==> src/sv/swdt_pkg.sv <==
// ----------------------------------------------------------------------------
// swdt_pkg: sliding window duration throttle package
// Field widths, status codes, config indexes and the controller state type.
// ----------------------------------------------------------------------------
package swdt_pkg;

    localparam int TIME_W    = 48;
    localparam int DUR_W     = 24;
    localparam int WIN_W     = 24;
    localparam int MAXD_W    = 28;
    localparam int STATUS_W  = 2;
    localparam int DELAY_W   = 30;
    localparam int CFG_IDX_W = 1;
    localparam int CFG_DAT_W = 28;

    localparam int LOG_DEPTH_DEF = 64;

    // window total never exceeds a limit that was in force at grant time
    localparam int TOTAL_W = MAXD_W;

    localparam logic [WIN_W-1:0]  WINDOW_RST = WIN_W'(1000000);
    localparam logic [MAXD_W-1:0] MAXD_RST   = MAXD_W'(2000000);

    localparam logic [STATUS_W-1:0] STATUS_GRANT = 2'd0;
    localparam logic [STATUS_W-1:0] STATUS_DEFER = 2'd1;
    localparam logic [STATUS_W-1:0] STATUS_FULL  = 2'd2;

    localparam logic [CFG_IDX_W-1:0] CFG_WINDOW = 1'b0;
    localparam logic [CFG_IDX_W-1:0] CFG_MAXDUR = 1'b1;

    typedef enum logic [1:0] {
        ST_IDLE,
        ST_EXPIRE,
        ST_DECIDE
    } state_t;

endpackage

==> src/sv/swdt_if.sv <==
// ----------------------------------------------------------------------------
// swdt_if: request, response and config channels
// Valid/ready channels; a transfer happens when valid and ready are both high.
// ----------------------------------------------------------------------------
interface swdt_req_if;
    logic                       valid;
    logic                       ready;
    logic [swdt_pkg::TIME_W-1:0] now_us;
    logic [swdt_pkg::DUR_W-1:0]  duration_us;

    modport source (output valid, output now_us, output duration_us, input ready);
    modport sink   (input valid, input now_us, input duration_us, output ready);
endinterface

interface swdt_res_if;
    logic                         valid;
    logic                         ready;
    logic [swdt_pkg::STATUS_W-1:0] status;
    logic [swdt_pkg::DELAY_W-1:0]  delay_us;

    modport source (output valid, output status, output delay_us, input ready);
    modport sink   (input valid, input status, input delay_us, output ready);
endinterface

interface swdt_cfg_if;
    logic                          valid;
    logic                          ready;
    logic [swdt_pkg::CFG_IDX_W-1:0] index;
    logic [swdt_pkg::CFG_DAT_W-1:0] data;

    modport source (output valid, output index, output data, input ready);
    modport sink   (input valid, input index, input data, output ready);
endinterface

==> src/sv/sliding_window_duration_throttle_core.sv <==
// ----------------------------------------------------------------------------
// sliding_window_duration_throttle_core: sliding window admission control
// Logs granted requests in a ring memory and limits summed duration per window.
// ----------------------------------------------------------------------------
// Usage:
//   req : one request per transfer, arrival time now_us and duration_us.
//   res : one response per request, status (grant/defer/full) and delay_us.
//   cfg : register writes, index 0 = window_us, index 1 = max_duration_us.
//         Always ready; write only while no request is in flight.
// Flow: a request is taken only in the idle state. With a non-empty log
//   the expire step drops expired entries from the oldest end until a live
//   entry is found or the log empties; the decide step then registers the
//   response and returns to idle, so one request is processed at a time.
// Reset: log empty, window total zero, registers at 1 s window and 2 s limit.
//   The ring memory is not cleared; only entries inside the count are read.
// Stall: the response sits in an output register. A new request is taken
//   while it waits; that request then holds in the decide step until res
//   drains, and req.ready stays low meanwhile.
// ----------------------------------------------------------------------------
module sliding_window_duration_throttle_core #(
    parameter int LOG_DEPTH = swdt_pkg::LOG_DEPTH_DEF
) (
    input  logic            clk,
    input  logic            rst_n,
    swdt_req_if.sink        req,
    swdt_res_if.source      res,
    swdt_cfg_if.sink        cfg
);

    localparam int IDX_W = (LOG_DEPTH > 1) ? $clog2(LOG_DEPTH) : 1;
    localparam int CNT_W = $clog2(LOG_DEPTH + 1);
    localparam int ENT_W = swdt_pkg::TIME_W + swdt_pkg::DUR_W;
    localparam logic [IDX_W-1:0] IDX_LAST  = IDX_W'(LOG_DEPTH - 1);
    localparam logic [CNT_W:0]   DEPTH_EXT = (CNT_W + 1)'(LOG_DEPTH);
    localparam logic [CNT_W-1:0] DEPTH_CNT = CNT_W'(LOG_DEPTH);

    // control state
    swdt_pkg::state_t state_reg, state_next;
    logic [IDX_W-1:0]   head_reg, head_next;
    logic [CNT_W-1:0]   count_reg, count_next;
    logic [swdt_pkg::TOTAL_W-1:0] total_reg, total_next;
    logic [swdt_pkg::WIN_W-1:0]   window_reg;
    logic [swdt_pkg::MAXD_W-1:0]  maxd_reg;
    logic               res_valid_reg, res_valid_next;

    // request / response payload
    logic [swdt_pkg::TIME_W-1:0]   now_reg;
    logic [swdt_pkg::DUR_W-1:0]    dur_reg;
    logic [swdt_pkg::STATUS_W-1:0] status_reg, status_next;
    logic [swdt_pkg::DELAY_W-1:0]  delay_reg, delay_next;
    logic                          res_load;

    // ring memory, entry = {grant time, grant duration}
    logic [ENT_W-1:0]   mem [LOG_DEPTH];
    logic [ENT_W-1:0]   rd_data_reg;
    logic               rd_en;
    logic [IDX_W-1:0]   rd_addr;
    logic               wr_en;
    logic [IDX_W-1:0]   wr_addr;

    // datapath
    logic [swdt_pkg::TIME_W-1:0] ent_time;
    logic [swdt_pkg::DUR_W-1:0]  ent_dur;
    logic [swdt_pkg::TIME_W:0]   ent_limit;
    logic                        expired;
    logic [IDX_W-1:0]            head_inc;
    logic [CNT_W:0]              tail_sum;
    logic [swdt_pkg::TOTAL_W:0]  req_total;
    logic                        over;
    logic [swdt_pkg::TOTAL_W:0]  excess;
    logic                        req_fire;

    assign req_fire = req.valid && req.ready;

    assign ent_time  = rd_data_reg[ENT_W-1 -: swdt_pkg::TIME_W];
    assign ent_dur   = rd_data_reg[swdt_pkg::DUR_W-1:0];
    // entry expires when time + window < now
    assign ent_limit = {1'b0, ent_time} + {{(swdt_pkg::TIME_W + 1 - swdt_pkg::WIN_W){1'b0}},
                                           window_reg};
    assign expired   = ent_limit < {1'b0, now_reg};
    assign head_inc  = (head_reg == IDX_LAST) ? '0 : head_reg + 1'b1;

    // tail = (head + count) mod depth, sum stays below twice the depth
    assign tail_sum  = {{(CNT_W + 1 - IDX_W){1'b0}}, head_reg} + {1'b0, count_reg};
    assign wr_addr   = (tail_sum >= DEPTH_EXT) ? IDX_W'(tail_sum - DEPTH_EXT)
                                               : IDX_W'(tail_sum);

    assign req_total = {1'b0, total_reg}
                     + {{(swdt_pkg::TOTAL_W + 1 - swdt_pkg::DUR_W){1'b0}}, dur_reg};
    assign over      = req_total > {1'b0, maxd_reg};
    assign excess    = req_total - {1'b0, maxd_reg};

    assign req.ready = (state_reg == swdt_pkg::ST_IDLE);
    assign cfg.ready = 1'b1;
    assign res.valid    = res_valid_reg;
    assign res.status   = status_reg;
    assign res.delay_us = delay_reg;

    always_comb
    begin
        state_next     = state_reg;
        head_next      = head_reg;
        count_next     = count_reg;
        total_next     = total_reg;
        res_valid_next = res_valid_reg && !res.ready;
        status_next    = status_reg;
        delay_next     = delay_reg;
        res_load       = 1'b0;
        rd_en          = 1'b0;
        rd_addr        = head_reg;
        wr_en          = 1'b0;

        case (state_reg)
            swdt_pkg::ST_IDLE:
            begin
                if (req_fire)
                begin
                    // fetch the oldest entry while the request is latched
                    rd_en = 1'b1;
                    if (count_reg != '0)
                        state_next = swdt_pkg::ST_EXPIRE;
                    else
                        state_next = swdt_pkg::ST_DECIDE;
                end
            end
            swdt_pkg::ST_EXPIRE:
            begin
                if (expired)
                begin
                    head_next  = head_inc;
                    count_next = count_reg - 1'b1;
                    total_next = total_reg
                               - {{(swdt_pkg::TOTAL_W - swdt_pkg::DUR_W){1'b0}}, ent_dur};
                    rd_en      = 1'b1;
                    rd_addr    = head_inc;
                    if (count_reg == CNT_W'(1))
                        state_next = swdt_pkg::ST_DECIDE;
                end
                else
                begin
                    state_next = swdt_pkg::ST_DECIDE;
                end
            end
            swdt_pkg::ST_DECIDE:
            begin
                // wait here until the output register is free
                if (!res_valid_reg || res.ready)
                begin
                    res_load       = 1'b1;
                    res_valid_next = 1'b1;
                    state_next     = swdt_pkg::ST_IDLE;
                    if (over)
                    begin
                        status_next = swdt_pkg::STATUS_DEFER;
                        delay_next  = {{(swdt_pkg::DELAY_W - swdt_pkg::TOTAL_W - 1){1'b0}},
                                       excess};
                    end
                    else if (count_reg == DEPTH_CNT)
                    begin
                        status_next = swdt_pkg::STATUS_FULL;
                        delay_next  = '0;
                    end
                    else
                    begin
                        status_next = swdt_pkg::STATUS_GRANT;
                        delay_next  = '0;
                        wr_en       = 1'b1;
                        count_next  = count_reg + 1'b1;
                        total_next  = req_total[swdt_pkg::TOTAL_W-1:0];
                    end
                end
            end
            default:
            begin
                state_next = swdt_pkg::ST_IDLE;
            end
        endcase
    end

    always_ff @(posedge clk or negedge rst_n)
    begin
        if (!rst_n)
        begin
            state_reg     <= swdt_pkg::ST_IDLE;
            head_reg      <= '0;
            count_reg     <= '0;
            total_reg     <= '0;
            res_valid_reg <= 1'b0;
            window_reg    <= swdt_pkg::WINDOW_RST;
            maxd_reg      <= swdt_pkg::MAXD_RST;
        end
        else
        begin
            state_reg     <= state_next;
            head_reg      <= head_next;
            count_reg     <= count_next;
            total_reg     <= total_next;
            res_valid_reg <= res_valid_next;
            if (cfg.valid && cfg.ready)
            begin
                case (cfg.index)
                    swdt_pkg::CFG_WINDOW: window_reg <= cfg.data[swdt_pkg::WIN_W-1:0];
                    swdt_pkg::CFG_MAXDUR: maxd_reg   <= cfg.data[swdt_pkg::MAXD_W-1:0];
                    default:              ;
                endcase
            end
        end
    end

    // payload registers, no reset
    always_ff @(posedge clk)
    begin
        if (req_fire)
        begin
            now_reg <= req.now_us;
            dur_reg <= req.duration_us;
        end
        if (res_load)
        begin
            status_reg <= status_next;
            delay_reg  <= delay_next;
        end
    end

    // ring memory: one write and one registered read per cycle
    always_ff @(posedge clk)
    begin
        if (wr_en)
            mem[wr_addr] <= {now_reg, dur_reg};
        if (rd_en)
            rd_data_reg <= mem[rd_addr];
    end

endmodule

==> src/flat_wrapper.sv <==
// flat-port wrapper written by rule: the top's interface ports become plain ports
module sliding_window_duration_throttle_core_flat 
#(
    parameter int LOG_DEPTH = swdt_pkg::LOG_DEPTH_DEF
)
  (clk, rst_n, req_valid, req_now_us, req_duration_us, req_ready, res_valid, res_status, res_delay_us, res_ready, cfg_valid, cfg_index, cfg_data, cfg_ready);
  swdt_req_if req_i ();
  swdt_res_if res_i ();
  swdt_cfg_if cfg_i ();
  input  logic clk;
  input  logic rst_n;
  input wire logic [$bits(req_i.valid)-1:0] req_valid;
  input wire logic [$bits(req_i.now_us)-1:0] req_now_us;
  input wire logic [$bits(req_i.duration_us)-1:0] req_duration_us;
  output wire logic [$bits(req_i.ready)-1:0] req_ready;
  output wire logic [$bits(res_i.valid)-1:0] res_valid;
  output wire logic [$bits(res_i.status)-1:0] res_status;
  output wire logic [$bits(res_i.delay_us)-1:0] res_delay_us;
  input wire logic [$bits(res_i.ready)-1:0] res_ready;
  input wire logic [$bits(cfg_i.valid)-1:0] cfg_valid;
  input wire logic [$bits(cfg_i.index)-1:0] cfg_index;
  input wire logic [$bits(cfg_i.data)-1:0] cfg_data;
  output wire logic [$bits(cfg_i.ready)-1:0] cfg_ready;
  assign req_i.valid = req_valid;
  assign req_i.now_us = req_now_us;
  assign req_i.duration_us = req_duration_us;
  assign req_ready = req_i.ready;
  assign res_valid = res_i.valid;
  assign res_status = res_i.status;
  assign res_delay_us = res_i.delay_us;
  assign res_i.ready = res_ready;
  assign cfg_i.valid = cfg_valid;
  assign cfg_i.index = cfg_index;
  assign cfg_i.data = cfg_data;
  assign cfg_ready = cfg_i.ready;
  sliding_window_duration_throttle_core #(.LOG_DEPTH(LOG_DEPTH)) u_core (.clk(clk), .rst_n(rst_n), .req(req_i), .res(res_i), .cfg(cfg_i));
endmodule
==> config.mk <==
export PLATFORM = sky130hd
export DESIGN_NAME = sliding_window_duration_throttle_core_flat
export DESIGN_NICKNAME = d
export VERILOG_FILES = /design/src/sv/swdt_pkg.sv /design/src/sv/swdt_if.sv /design/src/sv/sliding_window_duration_throttle_core.sv /design/src/flat_wrapper.sv
export SDC_FILE = /design/constraint.sdc
export NUM_CORES = 2
export LEC_CHECK = 0
export BUFFER_PORTS_ARGS = -buffer_cell sky130_fd_sc_hd__buf_2
export CORE_MARGIN = 3
export CORE_UTILIZATION = 40
export DETAILED_ROUTE_END_ITERATION = 6
export GPL_ROUTABILITY_DRIVEN = 1
export PLACE_DENSITY = 0.55
export SLEW_MARGIN = 20
export SYNTH_ARGS = -nofsm -noshare
export SYNTH_HDL_FRONTEND = slang
export SYNTH_MEMORY_MAX_BITS = 65536
export SYNTH_SLANG_ARGS = --single-unit
==> constraint.sdc <==
create_clock -name clk -period 10.6 [get_ports clk]
set_input_delay 0.53 -clock clk [delete_from_list [all_inputs] [get_ports clk]]
set_output_delay 0.53 -clock clk [all_outputs]
set_load 0.05 [all_outputs]
Word-level counts from Yosys, hierarchy flattened

Memory sizes are Yosys's and may differ from the RTL's. A register that Yosys moved wholly into a read port is not among the register bits.
Index checks and enable logic that the tools add are counted.

Equality and inequality tests: 11
$add $sub $neg: 9
Muxes and demuxes: 34
$lt $le $gt $ge: 3
Reductions and logical operators: 13
Bitwise logic cells: 1

Operators by type and width:

| kind                                                                  | count |
|---|---|
| 28-bit 2-to-1 mux                                                     | 4 |
| 28-bit case mux with 2 select lines                                   | 1 |
| 48-bit by 24-bit adder with 49-bit output                             | 1 |
| 49-bit by 48-bit less-than comparator with 1-bit output               | 1 |
| 28-bit by 24-bit adder with 29-bit output                             | 1 |
| 29-bit by 28-bit > comparator with 1-bit output                       | 1 |
| 29-bit by 28-bit subtractor with 29-bit output                        | 1 |
| 7-bit 2-to-1 mux                                                      | 4 |
| 28-bit by 24-bit subtractor with 28-bit output                        | 1 |
| 6-bit 2-to-1 mux                                                      | 4 |
| 7-bit case mux with 2 select lines                                    | 1 |
| 1-bit 2-to-1 mux                                                      | 12 |
| 2-bit 2-to-1 mux                                                      | 6 |
| 6-bit by 7-bit adder with 8-bit output                                | 1 |
| 8-bit by 7-bit >= comparator with 1-bit output, second input constant | 1 |
| 7-bit by 1-bit adder with 7-bit output, second input constant         | 1 |
| 7-bit by 1-bit == test with 1-bit output, second input constant       | 1 |
| 7-bit == test, second input constant                                  | 1 |
| 7-bit nonzero test                                                    | 1 |
| 7-bit by 1-bit subtractor with 7-bit output, second input constant    | 1 |
| 6-bit by 1-bit adder with 6-bit output, second input constant         | 1 |
| 6-bit == test, second input constant                                  | 1 |
| 2-bit != test, second input constant                                  | 3 |
| 2-bit case mux with 3 select lines                                    | 1 |
| 15 further kinds                                                      | 20 |

Flip-flop bits (word level): 200
Memories: 1
Output and inout port bits: 35
Input port bits: 106
Bits in writable memories: 4608
Logic and storage cells: 84

Memories:

| name       | words | bits a word | read ports | clocked after memory_dff | write ports | RTL line                                    | text |
|---|---|---|---|---|---|---|---|
| u_core.mem | 64    | 72          | 1          | 1                        | 1           | sliding_window_duration_throttle_core.sv:54 | `logic [ENT_W-1:0] mem [LOG_DEPTH];` |

Depth between registers and ports, before layout

Word-level depth: 7
Mapped depth: 32
Depth with buffers taken out: 27

Worst setup path before layout

No wires, ideal clock.

Kind: reg2reg
Start: reg u_core.dur_reg[10] (netlist bit)
End: mem u_core.mem[32][0] (netlist bit) (enable)
Arrival: 8277 ps
Setup time: 503 ps
Buffers on the path: 1
Data required time: 10097 ps
Path slack: 1820 ps
Clock period less this slack: 8780 ps
Stages on the path, launching flop included: 21
Cells stage by stage: edfxtp_1 -> ha_1 -> a21o_1 -> a21o_1 -> a21o_1 -> a221oi_1 -> a2bb2oi_1 -> a31oi_1 -> a2bb2oi_1 -> a41o_1 -> nand3_1 -> xnor2_1 -> ha_1 -> nand4_1 -> or3_1 -> or3_1 -> o21ai_0 -> and2_1 -> clkbuf_1 -> nand4b_1 -> nor2_1

Cells in the longest elaborated chain, start to end: 7

RTL lines:

| item                                            | RTL line                                     | text |
|---|---|---|
| start: declaration                              | sliding_window_duration_throttle_core.sv:48  | `logic [swdt_pkg::DUR_W-1:0] dur_reg;` |
| start signal: assignment                        | sliding_window_duration_throttle_core.sv:216 | `dur_reg <= req.duration_us;` |
| 28-bit by 24-bit adder with 29-bit output       | sliding_window_duration_throttle_core.sv:89  | `+ {{(swdt_pkg::TOTAL_W + 1 - swdt_pkg::DUR_W){1'b0}}, dur_reg};` |
| 29-bit by 28-bit > comparator with 1-bit output | sliding_window_duration_throttle_core.sv:90  | `assign over = req_total > {1'b0, maxd_reg};` |
| 1-bit 2-to-1 mux                                | sliding_window_duration_throttle_core.sv:152 | `if (over)` |
| 1-bit 2-to-1 mux                                | sliding_window_duration_throttle_core.sv:147 | `if (!res_valid_reg \|\| res.ready)` |
| 1-bit 2-to-1 mux                                | sliding_window_duration_throttle_core.sv:113 | `case (state_reg)` |
| 1-bit 2-to-1 mux                                | sliding_window_duration_throttle_core.sv:228 | `if (wr_en)` |
| 1-bit 2-to-1 mux (not written as such)          | sliding_window_duration_throttle_core.sv:229 | `mem[wr_addr] <= {now_reg, dur_reg};` |
| end: declaration                                | sliding_window_duration_throttle_core.sv:54  |  |

No other way between the ends.

Worst setup path in the final report

Start: reg u_core.rd_data_reg[24] (read register of u_core.mem)
End: reg u_core.rd_data_reg[26] (read register of u_core.mem), data pin

Cells in the longest elaborated chain, start to end: 4
Elaborated cells between the ends (all ways): 6
Classes of those cells: add/sub (1); order compare (1); mux (4)

RTL lines:

| item                                                                          | RTL line                                     | text |
|---|---|---|
| start: declaration                                                            | sliding_window_duration_throttle_core.sv:55  | `logic [ENT_W-1:0] rd_data_reg;` |
| 48-bit by 24-bit adder with 49-bit output (*)                                 | sliding_window_duration_throttle_core.sv:78  | `assign ent_limit = {1'b0, ent_time} + {{(swdt_pkg::TIME_W + 1 - swdt_pkg::WIN_W){1'b0}},` |
| 49-bit by 48-bit less-than comparator with 1-bit output (*)                   | sliding_window_duration_throttle_core.sv:80  | `assign expired = ent_limit < {1'b0, now_reg};` |
| 1-bit 2-to-1 mux / 6-bit 2-to-1 mux (equally long branches)                   | sliding_window_duration_throttle_core.sv:128 | `if (expired)` |
| 1-bit case mux with 2 select lines / 6-bit 2-to-1 mux (equally long branches) | --                                           |  |

Every way passes the cells marked *; elsewhere a longest branch is shown, timed or not.
A chain may end at the register's enable or synchronous reset.

==> results.toml <==
[grt]
grt_max_degree = 193
grt_pass1_wl_um = 934000
grtUsageTotal_pct = 27.9
grt-ovfl-total = 0
antenna_found_initial = 36
first_global_vias = 108959

[place]
preCtsSetupSlack_ns = 1.15
hpwl_um = 368000
gp_congestion = 0.905
place_area_mm2 = 0.204
port_buffers = 138

[power]
power_density_mw_per_mm2 = 283
ir_drop_mv = 0.293
p_leak_nw = 71.5
power_mw = 62.7

[drt]
via_per_inst = 6.35
wl_um = 696000
avgRoutedWirePerCell_um = 39.0
drtIter0Drc = 18382
dr.pass1.iters = 7
vias = 113229
route.detailed.drc = 1
ant_nets = 0

[timing]
setup_viol = 0
timing.fmax_mhz = 103
finalCriticalPeriod_ns = 9.75
period_share_pct = 92.0
setup_tns_ns = 0
rsz0062_at_grt = "false"
worst_slack_ns = 0.849
worst_pin_slew_ns = 1.22
max_slew_margin_pct = 18.6
hold_violations = 0
fin_skew_ns = 0.0525
drv_slew = 0

[die]
core_mm2 = 0.476
ioPinCount = 141
rows = 253
die_w_um = 699
die_h_um = 699
die_area_mm2 = 0.488
initial_core_util_pct = 40.3

[synthesis]
syn_avg_cell_area_um2 = 18.3
synthSimpleGateAreaFrac_pct = 5.07
yosysSeqAreaShare_pct = 76.1
muxShareOfSynthArea_pct = 8.74
ys_warn_count = 0
synth_edf_count = 4783
yosys.area_share.adder_pct = 1.09
synth_top_family_by_area = "multiplexers"
ys_seq_elements = 4879
synthArstFlopShare_pct = 1.97
synth_compound_area_share_pct = 6.70
ys_types = 78
synthXorXnorAreaFrac_pct = 0.607
syn-num-nets = 10737
synth_cells = 10466
synth_area_mm2 = 0.192
ys.flop_type = "edfxtp_1"

[setup_path]
setup.worst_path.end = "u_core.rd_data_reg[26]$_DFFE_PP_"
crit_type = "flop to flop"
startpoint_type = "flop"
worstPathArrival_ns = 10.59
rr_endpoint = "u_core.rd_data_reg[26]$_DFFE_PP_"
reg2reg_depth = 25
cp.required_ns = 11.44
crit_fanout = 32
worstSetupEndpointType = "flop"
r2r-start = "u_core.rd_data_reg[24]$_DFFE_PP_"
cp-startpoint = "u_core.rd_data_reg[24]$_DFFE_PP_"
rrSetupSlack_ns = 0.85

[clock_network]
cts_root_buf = "clkbuf_16"
cts_made_buffers = 529
postCtsSetupBuffers = 0
clkSlewWorstSetupHoldPaths_ns = 0.06
cts_resized = 0
cts_buffer_depth = 4
htree_levels = 6
ctsHoldBuffers = 102
clock_latency_ns = 1.13
cts_tree = "yes"
cts_sinks = 4879

[final_layout]
area_delta_synth_final_pct = 15.2
layout.nets = 11316
final_cell_mix = "edfxtp_1 (4783), nand2_1 (1013), mux4_2 (716)"
drive_above_1_share_pct = 19.5
layout.cells.most_common = "edfxtp_1"
fill_cells = 39914
largest_register_ffs = 4608
fin_area_mm2 = 0.221

[status]
status = "finished, violations left"
violations = "design-rule violations"

[run]
maxCapViolations = 0

[worst_hold_path]
hold_path_class = "primary input to async pin"
-- Yosys cell counts (all sizes together) (10+ instances only) --
master	number	area share, %
nor2b	14	0.046
ha	160	1.0
clkbuf	429	0.84
buf	229	0.59
or3	12	0.039
o211ai	10	0.039
a311oi	340	1.6
a21o	35	0.14
nor3	44	0.12
a31oi	104	0.34
nand3	41	0.11
and3	460	1.5
nand2b	19	0.062
nand2	1013	2.0
xnor2	101	0.46
nor2	198	0.39
a22o	130	0.59
inv	146	0.29
o21ai	65	0.17
and2	18	0.060
o21bai	16	0.063
mux4	716	8.4
mux2	53	0.31
nand4	117	0.38
a211oi	437	1.7
or2	35	0.11
xor2	32	0.15
dfstp	14	0.19
nor4	52	0.17
a2111oi	96	0.55
dfrtp	82	1.1
a22oi	229	0.90
o21a	14	0.055
a21oi	121	0.32
edfxtp	4783	75
-- through the flow --
stage                     std cells  hold WS (ns)  utilization [%]
after CTS                     17825        0.0182             46.4
final                         17842        0.0539             46.4
after global routing          17826        0.0566             46.4
after detailed placement      16787         0.493             42.8
after floorplan               10466         0.234                -
after global placement        16775         0.490             42.8
-- worst max-delay path, stage by stage (launching register included) --
cell and delay, ns:
edfxtp_1 0.51, ha_1 0.30, fa_1 0.43, a211oi_1 0.35
o211ai_1 0.20, a41oi_1 0.37, or3_1 0.20, and2_1 0.21
o21a_1 0.15, o21bai_1 0.07, buf_4 0.21, xor2_1 0.91
ha_1 0.41, and4_1 0.22, a221oi_1 0.32, o21ai_0 0.32
o2111ai_1 0.22, nand2b_1 0.29, nor3_1 0.71, a2bb2oi_2 0.12
buf_4 0.25, nor3_2 0.78, buf_4 0.90, a22oi_1 0.15
nand4_1 0.19, or2_1 0.51
-- metal layers --
metal / GRT usage [%] / vias to the layer above / part of all wire, %
met3: 5.84 / 1447 / 10
met4: 14.4 / 10 / 5.8
met2: 43.9 / 7254 / 47
met1: 36.5 / 60364 / 37
li1: - / 44154 / -
met5: 0 / - / 0.010
-- final cells by class --
| type | instances | area [µm²] | share of cell area (%) |
|---|---|---|---|
| Sequential cell | 4879 | 146000 | 66.0 |
| Timing Repair Buffer | 706 | 7060 | 3.19 |
| Antenna cell | 17 | 42.5 | 0.0192 |
| Tap cell | 6375 | 7980 | 3.61 |
| Clock inverter | 269 | 2120 | 0.957 |
| Multi-Input combinational cell | 4783 | 43400 | 19.6 |
| Clock buffer | 667 | 14000 | 6.32 |
| Inverter | 146 | 571 | 0.258 |
-- kinds of logic (layout without fill, tap and decap cells) --
family                     Yosys count  count (layout)
muxes                              775             775
and+or+nand+nor                   2048            2048
DFF                               4879            4879
buffers and inverters              804            1788
adders and majority gates          165             165
other                                2              19
xor gates and xnor gates           133             133
AOI/OAI and AO/OA                 1660            1660
-- worst min-delay path by stage --
stage                                              start                           endpoint  depth (start not counted)
after floorplan                                    rst_n    u_core.count_reg[0]$_DFFE_PN0P_                          0
after global placement    u_core.maxd_reg[6]$_DFFE_PN0P_     u_core.maxd_reg[6]$_DFFE_PN0P_                          1
after detailed placement  u_core.maxd_reg[5]$_DFFE_PN0P_     u_core.maxd_reg[5]$_DFFE_PN0P_                          1
after CTS                                      req_valid    u_core.state_reg[1]$_DFFE_PN0P_                          3
after global routing                               rst_n  u_core.window_reg[17]$_DFFE_PN1P_                          2
final                                              rst_n  u_core.window_reg[17]$_DFFE_PN1P_                          2
-- where the power goes --
group | switching, mW | leakage (nW) | internal, mW | total [mW]
sequential | 0.865 | 44.2 | 23.1 | 23.9
clock | 7.73 | 7.83 | 9.81 | 17.5
combinational | 13.6 | 19.5 | 7.58 | 21.2
Power figures use the tool's default switching activity.
